**src/hw/rtl/rbcf_pkg.sv**
```systemverilog
// shared types and constants for the relay board command framer
package rbcf_pkg;

  localparam int RELAY_COUNT = 8;
  localparam int REPLY_DEPTH = 64;
  localparam int HDR_BYTES = 2;
  localparam int CNT_W = $clog2(REPLY_DEPTH);
  localparam int RELAY_IDX_W = (RELAY_COUNT > 1) ? $clog2(RELAY_COUNT) : 1;
  localparam int QUEUE_DEPTH = 4;
  localparam int QPTR_W = $clog2(QUEUE_DEPTH);
  localparam int QCNT_W = $clog2(QUEUE_DEPTH + 1);
  localparam int PADDR_W = 4;

  localparam logic [7:0] NODE_ADDR = 8'hFF;
  localparam logic [7:0] OP_READ = 8'hA0;
  localparam logic [7:0] OP_ON = 8'h01;
  localparam logic [7:0] OP_OFF = 8'h00;

  localparam logic [1:0] CMD_WRITE = 2'd0;
  localparam logic [1:0] CMD_READ = 2'd1;
  localparam logic [1:0] CMD_BYTE = 2'd2;
  localparam logic [1:0] CMD_TICK = 2'd3;

  localparam logic [1:0] ST_OK = 2'd0;
  localparam logic [1:0] ST_BAD_BOX = 2'd1;
  localparam logic [1:0] ST_BAD_INDEX = 2'd2;
  localparam logic [1:0] ST_TIMEOUT = 2'd3;

  localparam logic [1:0] REG_BOX_MIN = 2'd0;
  localparam logic [1:0] REG_BOX_MAX = 2'd1;
  localparam logic [1:0] REG_INDEX_LIMIT = 2'd2;
  localparam logic [1:0] REG_TIMEOUT = 2'd3;

  typedef struct packed {
    logic [7:0] box_min;
    logic [7:0] box_max;
    logic [7:0] index_limit;
    logic [7:0] timeout;
  } cfg_t;

  typedef struct packed {
    logic       is_frame;
    logic [7:0] b1;
    logic [7:0] b2;
    logic [1:0] status;
    logic [7:0] states;
  } job_t;

endpackage

```
**src/hw/rtl/rbcf_queue.sv**
```systemverilog
// small job queue between the command front end and the result sequencer
module rbcf_queue import rbcf_pkg::*; (
  input  logic clk,
  input  logic rst,
  input  logic push,
  input  job_t push_job,
  output logic full,
  input  logic pop,
  output logic head_valid,
  output job_t head_job
);

  job_t              entries [QUEUE_DEPTH];
  logic [QPTR_W-1:0] wr_ptr;
  logic [QPTR_W-1:0] rd_ptr;
  logic [QCNT_W-1:0] count;

  logic do_push;
  logic do_pop;

  assign full = (count == QCNT_W'(QUEUE_DEPTH));
  assign head_valid = (count != '0);
  assign head_job = entries[rd_ptr];
  assign do_push = push && !full;
  assign do_pop = pop && head_valid;

  always_ff @(posedge clk) begin
    if (do_push) begin
      entries[wr_ptr] <= push_job;
    end
  end

  always_ff @(posedge clk) begin
    if (rst) begin
      wr_ptr <= '0;
      rd_ptr <= '0;
      count <= '0;
    end else begin
      if (do_push) begin
        wr_ptr <= QPTR_W'(wr_ptr + 1'b1);
      end
      if (do_pop) begin
        rd_ptr <= QPTR_W'(rd_ptr + 1'b1);
      end
      unique case ({do_push, do_pop})
        2'b10:   count <= QCNT_W'(count + 1'b1);
        2'b01:   count <= QCNT_W'(count - 1'b1);
        default: count <= count;
      endcase
    end
  end

endmodule

```
**src/hw/rtl/rbcf_front.sv**
```systemverilog
// command front end: validation, reply collection state and job building
module rbcf_front import rbcf_pkg::*; (
  input  logic       clk,
  input  logic       rst,
  input  cfg_t       cfg,
  input  logic       take,
  input  logic [1:0] cmd,
  input  logic [7:0] box_id,
  input  logic [7:0] relay_num,
  input  logic       relay_on,
  input  logic [7:0] rx_data,
  output logic       push,
  output job_t       push_job
);

  logic                   read_pending;
  logic [CNT_W-1:0]       byte_count;
  logic [7:0]             elapsed_ticks;
  logic [RELAY_COUNT-1:0] relay_flags;

  logic                   read_pending_next;
  logic [CNT_W-1:0]       byte_count_next;
  logic [7:0]             elapsed_ticks_next;
  logic [RELAY_COUNT-1:0] relay_flags_next;

  logic                   box_bad;
  logic [15:0]            product;
  logic [8:0]             tick_sum;
  logic                   in_relay_window;
  logic                   reply_done;
  logic [RELAY_IDX_W-1:0] relay_pos;

  assign box_bad = (box_id < cfg.box_min) || (box_id > cfg.box_max);
  assign product = 16'(box_id) * 16'(relay_num);
  assign tick_sum = 9'(elapsed_ticks) + 9'd1;
  assign in_relay_window = (byte_count >= CNT_W'(HDR_BYTES)) &&
                           (byte_count < CNT_W'(HDR_BYTES + RELAY_COUNT));
  assign reply_done = (byte_count >= CNT_W'(HDR_BYTES + RELAY_COUNT));
  assign relay_pos = RELAY_IDX_W'(byte_count - CNT_W'(HDR_BYTES));

  always_comb begin
    push = 1'b0;
    push_job = '0;
    read_pending_next = read_pending;
    byte_count_next = byte_count;
    elapsed_ticks_next = elapsed_ticks;
    relay_flags_next = relay_flags;
    unique case (cmd)
      CMD_WRITE: begin
        if (!read_pending) begin
          push = 1'b1;
          if (box_bad) begin
            push_job.status = ST_BAD_BOX;
          end else if (relay_num > cfg.index_limit) begin
            push_job.status = ST_BAD_INDEX;
          end else begin
            push_job.is_frame = 1'b1;
            push_job.b1 = product[7:0];
            push_job.b2 = relay_on ? OP_ON : OP_OFF;
          end
        end
      end
      CMD_READ: begin
        if (!read_pending) begin
          push = 1'b1;
          if (box_bad) begin
            push_job.status = ST_BAD_BOX;
          end else begin
            push_job.is_frame = 1'b1;
            push_job.b1 = OP_READ | box_id;
            push_job.b2 = OP_OFF;
            relay_flags_next = '0;
            byte_count_next = '0;
            elapsed_ticks_next = '0;
            read_pending_next = 1'b1;
          end
        end
      end
      CMD_BYTE: begin
        if (read_pending) begin
          if (in_relay_window) begin
            relay_flags_next[relay_pos] = (rx_data != 8'd0);
          end
          byte_count_next = CNT_W'(byte_count + 1'b1);
        end
      end
      CMD_TICK: begin
        if (read_pending) begin
          elapsed_ticks_next = tick_sum[8] ? 8'hFF : tick_sum[7:0];
          if (reply_done) begin
            push = 1'b1;
            push_job.status = ST_OK;
            push_job.states = 8'(relay_flags);
            read_pending_next = 1'b0;
          end else if (tick_sum > 9'(cfg.timeout)) begin
            push = 1'b1;
            push_job.status = ST_TIMEOUT;
            read_pending_next = 1'b0;
          end
        end
      end
      default: begin
        push = 1'b0;
      end
    endcase
    if (!take) begin
      push = 1'b0;
    end
  end

  always_ff @(posedge clk) begin
    if (rst) begin
      read_pending <= 1'b0;
      byte_count <= '0;
      elapsed_ticks <= '0;
      relay_flags <= '0;
    end else if (take) begin
      read_pending <= read_pending_next;
      byte_count <= byte_count_next;
      elapsed_ticks <= elapsed_ticks_next;
      relay_flags <= relay_flags_next;
    end
  end

endmodule

```
**src/hw/rtl/rbcf_back.sv**
```systemverilog
// result sequencer: expands queued jobs into frame bytes or status results
module rbcf_back import rbcf_pkg::*; (
  input  logic       clk,
  input  logic       rst,
  input  logic       head_valid,
  input  job_t       head_job,
  output logic       pop,
  output logic       out_valid,
  input  logic       out_ready,
  output logic       tx_valid,
  output logic [7:0] tx_byte,
  output logic [1:0] status,
  output logic [7:0] relay_states,
  output logic       last
);

  job_t       cur;
  logic       cur_valid;
  logic [1:0] step;

  logic       load_out;
  logic       cur_last;
  logic       res_tx_valid;
  logic [7:0] res_tx_byte;

  assign load_out = cur_valid && (!out_valid || out_ready);
  assign cur_last = !cur.is_frame || (step == 2'd2);
  assign pop = head_valid && (!cur_valid || (load_out && cur_last));

  always_comb begin
    res_tx_valid = cur.is_frame;
    res_tx_byte = 8'd0;
    if (cur.is_frame) begin
      unique case (step)
        2'd0:    res_tx_byte = NODE_ADDR;
        2'd1:    res_tx_byte = cur.b1;
        default: res_tx_byte = cur.b2;
      endcase
    end
  end

  always_ff @(posedge clk) begin
    if (rst) begin
      cur_valid <= 1'b0;
      step <= '0;
    end else if (pop) begin
      cur_valid <= 1'b1;
      step <= '0;
    end else if (load_out) begin
      if (cur_last) begin
        cur_valid <= 1'b0;
      end else begin
        step <= 2'(step + 1'b1);
      end
    end
  end

  always_ff @(posedge clk) begin
    if (pop) begin
      cur <= head_job;
    end
  end

  always_ff @(posedge clk) begin
    if (rst) begin
      out_valid <= 1'b0;
    end else if (load_out) begin
      out_valid <= 1'b1;
    end else if (out_ready) begin
      out_valid <= 1'b0;
    end
  end

  always_ff @(posedge clk) begin
    if (load_out) begin
      tx_valid <= res_tx_valid;
      tx_byte <= res_tx_byte;
      status <= cur.status;
      relay_states <= cur.states;
      last <= cur_last;
    end
  end

endmodule

```
**src/hw/rtl/relay_board_command_framer.sv**
```systemverilog
// top level of the relay board command framer with register port
// path: an accepted input is written into the job queue, then loaded into the
// current job register and from there into the output registers
// throughput: one input per cycle while the four-entry job queue is not full; the
// output side gives one result per cycle while out_ready is high; a frame command
// gives three results and an error, answer or timeout one; other inputs give none
// reset: synchronous active-high rst clears control state and loads register defaults
module relay_board_command_framer import rbcf_pkg::*; (
  input  logic               clk,
  input  logic               rst,
  input  logic               psel,
  input  logic               penable,
  input  logic               pwrite,
  input  logic [PADDR_W-1:0] paddr,
  input  logic [31:0]        pwdata,
  output logic [31:0]        prdata,
  output logic               pready,
  input  logic               in_valid,
  output logic               in_ready,
  input  logic [1:0]         cmd,
  input  logic [7:0]         box_id,
  input  logic [7:0]         relay_num,
  input  logic               relay_on,
  input  logic [7:0]         rx_data,
  output logic               out_valid,
  input  logic               out_ready,
  output logic               tx_valid,
  output logic [7:0]         tx_byte,
  output logic [1:0]         status,
  output logic [7:0]         relay_states,
  output logic               last
);

  cfg_t       cfg;
  logic [1:0] reg_sel;
  logic       cfg_write;
  logic       take;
  logic       push;
  job_t       push_job;
  logic       q_full;
  logic       pop;
  logic       head_valid;
  job_t       head_job;

  assign pready = 1'b1;
  assign reg_sel = paddr[3:2];
  assign cfg_write = psel && penable && pwrite;

  always_ff @(posedge clk) begin
    if (rst) begin
      cfg.box_min <= 8'd1;
      cfg.box_max <= 8'd4;
      cfg.index_limit <= 8'd8;
      cfg.timeout <= 8'd20;
    end else if (cfg_write) begin
      unique case (reg_sel)
        REG_BOX_MIN:     cfg.box_min <= pwdata[7:0];
        REG_BOX_MAX:     cfg.box_max <= pwdata[7:0];
        REG_INDEX_LIMIT: cfg.index_limit <= pwdata[7:0];
        default:         cfg.timeout <= pwdata[7:0];
      endcase
    end
  end

  always_comb begin
    unique case (reg_sel)
      REG_BOX_MIN:     prdata = 32'(cfg.box_min);
      REG_BOX_MAX:     prdata = 32'(cfg.box_max);
      REG_INDEX_LIMIT: prdata = 32'(cfg.index_limit);
      default:         prdata = 32'(cfg.timeout);
    endcase
  end

  assign in_ready = !q_full;
  assign take = in_valid && in_ready;

  rbcf_front u_front (
    .clk         (clk),
    .rst         (rst),
    .cfg         (cfg),
    .take        (take),
    .cmd         (cmd),
    .box_id      (box_id),
    .relay_num   (relay_num),
    .relay_on    (relay_on),
    .rx_data     (rx_data),
    .push        (push),
    .push_job    (push_job)
  );

  rbcf_queue u_queue (
    .clk        (clk),
    .rst        (rst),
    .push       (push),
    .push_job   (push_job),
    .full       (q_full),
    .pop        (pop),
    .head_valid (head_valid),
    .head_job   (head_job)
  );

  rbcf_back u_back (
    .clk          (clk),
    .rst          (rst),
    .head_valid   (head_valid),
    .head_job     (head_job),
    .pop          (pop),
    .out_valid    (out_valid),
    .out_ready    (out_ready),
    .tx_valid     (tx_valid),
    .tx_byte      (tx_byte),
    .status       (status),
    .relay_states (relay_states),
    .last         (last)
  );

  // error and timeout results carry no frame byte and end the transaction
  assert property (@(posedge clk) disable iff (rst)
    out_valid && (status != ST_OK) |-> !tx_valid && last && (tx_byte == 8'd0))
    else $error("status result carries a frame byte");

  // relay states only appear on a read answer
  assert property (@(posedge clk) disable iff (rst)
    out_valid && (relay_states != 8'd0) |-> !tx_valid && (status == ST_OK) && last)
    else $error("relay states outside a read answer");

  // the front end never pushes into a full queue
  assert property (@(posedge clk) disable iff (rst)
    push |-> !q_full)
    else $error("job pushed into full queue");

endmodule
```
**config.mk**
```make
export PLATFORM = sky130hd
export DESIGN_NAME = relay_board_command_framer
export DESIGN_NICKNAME = d
export VERILOG_FILES = /design/src/hw/rtl/rbcf_pkg.sv /design/src/hw/rtl/rbcf_queue.sv /design/src/hw/rtl/rbcf_front.sv /design/src/hw/rtl/rbcf_back.sv /design/src/hw/rtl/relay_board_command_framer.sv
export SDC_FILE = /design/constraint.sdc
export NUM_CORES = 1
export LEC_CHECK = 0
export BUFFER_PORTS_ARGS = -buffer_cell sky130_fd_sc_hd__buf_2
export CAP_MARGIN = 10
export CORE_MARGIN = 10
export CORE_UTILIZATION = 30
export CTS_CLUSTER_SIZE = 14
export DETAILED_ROUTE_END_ITERATION = 10
export GPL_TIMING_DRIVEN = 0
export SETUP_SLACK_MARGIN = 0.2
export SYNTH_ARGS = -nofsm -noshare
export SYNTH_HDL_FRONTEND = slang
export SYNTH_SLANG_ARGS = --single-unit
```
**constraint.sdc**
```tcl
create_clock -name clk -period 10 [get_ports clk]
set_clock_uncertainty 0.15 [all_clocks]
set_input_delay 2 -clock clk [delete_from_list [all_inputs] [get_ports clk]]
set_output_delay 2 -clock clk [all_outputs]
set_load 0.01 [all_outputs]
```
==> impl_table.tex <==
\begin{tabular}{lr}
\hline
Metric & Value \\
\hline
\multicolumn{2}{l}{\textbf{Timing}} \\
Summed negative setup slack over all endpoints & 0 ps \\
Worst rel slew slack & 25.54\% \\
Total setup violations reported at the end of the flow & 0 \\
FMAX & 0.1782 GHz \\
Final count of pins violating max slew & 0 \\
Hold Vio Cnt, Final & 0 \\
Fin crit period & 5613 ps \\
Part of the cycle the worst path needs & a little under three fifths \\
Unrepaired setup endpoints after global routing & false \\
Slew at the pin closest to its max-slew limit & 1113 ps \\
\multicolumn{2}{l}{\textbf{Finish}} \\
Filler instances & 3125 \\
Number of nets in the final layout & 1051 \\
Final antenna diode count & 0 \\
Ratio of cells with drive above 1 in the final layout & 19.89\% \\
Synth-to-layout area growth & 16.24\% \\
\multicolumn{2}{l}{\textbf{Global routing}} \\
Remaining global-route overflow & 0 \\
Pin count of the biggest net entering global routing & 26 \\
Overall track demand over capacity in global routing & a little over a tenth \\
Global-route wire length before repair & 33200 um \\
Via count of the first global-routing pass & slightly above 6000 \\
Antenna violations before repair & 1 \\
\multicolumn{2}{l}{\textbf{Setup path}} \\
CP Capture Type & output port \\
Required time worst endpoint & just under 8000 ps \\
Sequence of cells on the critical path & buf\_2, buf\_1, mux4\_2, buf\_2 \\
CP most frequent cell & buf\_2 \\
Start of the worst register-to-register path & u\_front.elapsed\_ticks[0]\$\_SDFFE\_PP0P\_ \\
Critical path data arrival time & 3460 ps \\
Library cell contributing the largest single delay on the critical path & mux4\_2 \\
Classification of the worst setup path & input pin to output port \\
Biggest fanout along the worst timing path & 10 \\
Length in cells of the worst reg-to-reg path & 16 \\
Slack of the worst reg-to-reg path & roughly 5800 ps \\
Terminus of the critical flop-to-flop path & u\_queue.count[2]\$\_SDFFE\_PP0P\_ \\
Critical Path Sink & prdata[3] \\
Launching instance or port of the critical path & paddr[2] \\
Critical path launch point type & input pin \\
Slowest stage delay, CP & 630 ps \\
\multicolumn{2}{l}{\textbf{Hold path}} \\
Origin of the worst min-delay path & u\_back.cur[3]\$\_DFFE\_PP\_ \\
Type of the tightest min-delay check & flop to flop \\
\multicolumn{2}{l}{\textbf{CTS}} \\
Clock insertion delay at the later pin of the skew report & 440 ps \\
Hold-fix buffers at CTS & 0 \\
Number of levels the H-tree was split into & 4 \\
Root buffer cell & clkbuf\_16 \\
Clock transition time at the flip-flop clock pins of the worst setup and hold paths & 80 ps \\
Number of post-CTS setup repair buffers & 0 \\
Buffer levels on the longest clock path & 2 \\
Number of resized instances in the post-cts repair step & 0 \\
Number of clock sinks & 186 \\
Number of buffers inserted during clock tree synthesis & 17 \\
CTS tree & yes \\
\multicolumn{2}{l}{\textbf{Synthesis}} \\
Library cell with the highest instance count after synthesis & edfxtp\_1 \\
Commonest cells in the netlist & edfxtp\_1, inv\_1, dfxtp\_1, ha\_1, nor2\_1 \\
Synth top area share & 37.57\% \\
Mean instance size in the synthesized netlist & roughly 12 sq um \\
Primary flip-flop cell chosen by synthesis mapping & edfxtp\_1 \\
Unique masters post-synth & 62 \\
Largest area contributor in the synthesized netlist & edfxtp\_1 \\
Flip-flop and latch count after synthesis & roughly 190 \\
Number of instances in the synthesized netlist & 793 \\
Number of enable-type register cells in the synthesized netlist & 120 \\
Total number of yosys warnings & 0 \\
Portion of the post-synthesis area used by sequential elements & about half \\
Cell area after technology mapping & $\sim$9600 sq um \\
Share of synthesized registers carrying an async set or reset & 0\% \\
Top area cells in the synthesized netlist & edfxtp\_1, dfxtp\_1, ha\_1 \\
\multicolumn{2}{l}{\textbf{Power}} \\
Total power per unit cell area & around 190 nW/um\^{}2 \\
Leakage power total & 0.004360 uW \\
Worst vdd rail ir drop & 0.1143 mV \\
Pwr Total & between 2000 and 2500 uW \\
\multicolumn{2}{l}{\textbf{Place}} \\
\# port buffers & between 70 and 80 \\
Post-DP HPWL & 15400 um \\
Routability Congestion & approximately 0.81 \\
\multicolumn{2}{l}{\textbf{Floorplan}} \\
Placement row count & 65 \\
Io pins & 125 \\
Die H & around 200 um \\
Area of the die & a little under 40000 sq um \\
Initial Utilization & 30.40\% \\
CORE AREA & 31560 sq um \\
Die outline width & 198.8 um \\
\multicolumn{2}{l}{\textbf{Drt}} \\
Post-detailed-route wirelength per cell & 15.53 um \\
Remaining antenna violation count after routing & 0 \\
\# DRC & 0 \\
DR vias/cell & between 4 and 5 \\
First-pass detailed-route iteration total & 4 \\
Wire length reported by the detailed router & between 20000 and 25000 um \\
Via total after detailed routing & $\sim$6100 \\
Iter 0 DRT Violations & 335 \\
\multicolumn{2}{l}{\textbf{Run status}} \\
Run status & complete, no violations \\
\multicolumn{2}{l}{\textbf{Run}} \\
Maximum Capacitance Violations & 0 \\
\hline
\end{tabular}
metrics by stage:
step / worst slack, ps / area, sq um / std cells / hold WS (ps) / utilization, %
4_1_cts: 4327 / 11130 / 1321 / 271.3 / 35.29
6_report: 4387 / 11150 / 1322 / 267.0 / 35.33
3_5_place_dp: 4180 / 10540 / 1289 / 259.3 / 33.40
5_1_grt: 4235 / 11150 / 1322 / 283.4 / 35.33
2_1_floorplan: 4448 / 9678 / 816 / 250.3 / -
3_3_place_gp: 4187 / 10540 / 1289 / 256.1 / 33.39
worst min path at each step:
stage / to / slack [ps] / cells after the start
final: u_back.relay_states[3]$_DFFE_PP_ / 270 / 0
after global routing: u_back.relay_states[3]$_DFFE_PP_ / 280 / 0
after CTS: u_back.relay_states[3]$_DFFE_PP_ / 270 / 0
after detailed placement: u_back.relay_states[3]$_DFFE_PP_ / 260 / 0
after global placement: u_back.relay_states[2]$_DFFE_PP_ / 260 / 0
after floorplan: u_back.relay_states[0]$_DFFE_PP_ / 250 / 0
placed cells by master (no fill, tap or decap), types with 4 or more instances in the layout:
| cell | instances |
|---|---|
| edfxtp_1 | 120 |
| buf_2 | 75 |
| inv_1 | 74 |
| dfxtp_1 | 66 |
| ha_1 | 61 |
| nor2_1 | 49 |
| nand2_1 | 48 |
| and2_1 | 36 |
| mux2i_1 | 35 |
| a21oi_1 | 32 |
| mux4_2 | 28 |
| buf_4 | 26 |
| conb_1 | 25 |
| xnor2_1 | 18 |
| clkbuf_16 | 17 |
| nor2b_1 | 15 |
| o21ai_0 | 15 |
| fa_1 | 13 |
| clkbuf_1 | 12 |
| nand3_1 | 11 |
| xor2_1 | 10 |
| a21o_1 | 8 |
| nor4_1 | 8 |
| buf_1 | 7 |
| nand4_1 | 6 |
| a211o_1 | 6 |
| a211oi_1 | 6 |
| a22o_1 | 6 |
| nor3_1 | 5 |
| nand2b_1 | 5 |
| or2_2 | 4 |
| or3_1 | 4 |
| o211ai_1 | 4 |
| and3_1 | 4 |
| clkinv_4 | 4 |
per-layer routing:
| metal | part of all wire [%] | vias to the layer above | GRT usage (%) |
|---|---|---|---|
| met5 | 0.097 | - | 0 |
| met4 | 0.82 | 2 | 2.402 |
| met3 | 5.2 | 13 | 2.839 |
| met2 | 47 | 112 | 17.20 |
| met1 | 47 | 2919 | 13.80 |
| li1 | - | 3022 | - |
cell families after synthesis:
logic type,after synthesis,share of synthesized area (%)
and+or+nand+nor,208,11.17
AOI/OAI and AO/OA,107,7.840
xor gates and xnor gates,28,2.557
muxes,65,10.46
DFF,186,51.34
adders and majority gates,74,10.67
other,2,0.07830
buffers and inverters,123,5.883
where the power goes:
part	internal [uW]	switching, uW	total, uW
Clock	338	330	667
Sequential	925	30.3	955
Combinational	194	257	452
Total	1460	617	2070
registers in the layout, indices dropped and copies added (netlist names), 2 cells and up:
| name | count |
|---|---|
| u_back.status | 2 |
| cfg | 32 |
| u_back.cur | 19 |
| u_queue.count | 3 |
| u_front.byte_count | 6 |
| u_queue.rd_ptr | 2 |
| u_back.tx_byte | 8 |
| u_front.relay_flags | 8 |
| u_queue.entries | 80 |
| u_front.elapsed_ticks | 8 |
| u_back.step | 2 |
| u_queue.wr_ptr | 2 |
| u_back.relay_states | 8 |
worst max-delay path: cells and delay by family:
| kind | cells | cell delay [ps] |
|---|---|---|
| mux | 1 | 630 |
| buf+inv | 3 | 830 |
final cells by class:
class	instances	area [sq um]	share of cell area (%)
multi-input combinational	507	4192	37.59
sequential	186	4925	44.17
inverter	74	277.8	2.491
clock inverter	15	170.2	1.526
tap	402	503.0	4.511
clock buffer	17	425.4	3.816
timing repair buffer	72	370.4	3.322
buffer	49	286.5	2.570
No activity file was read; power rests on OpenSTA's default activity.
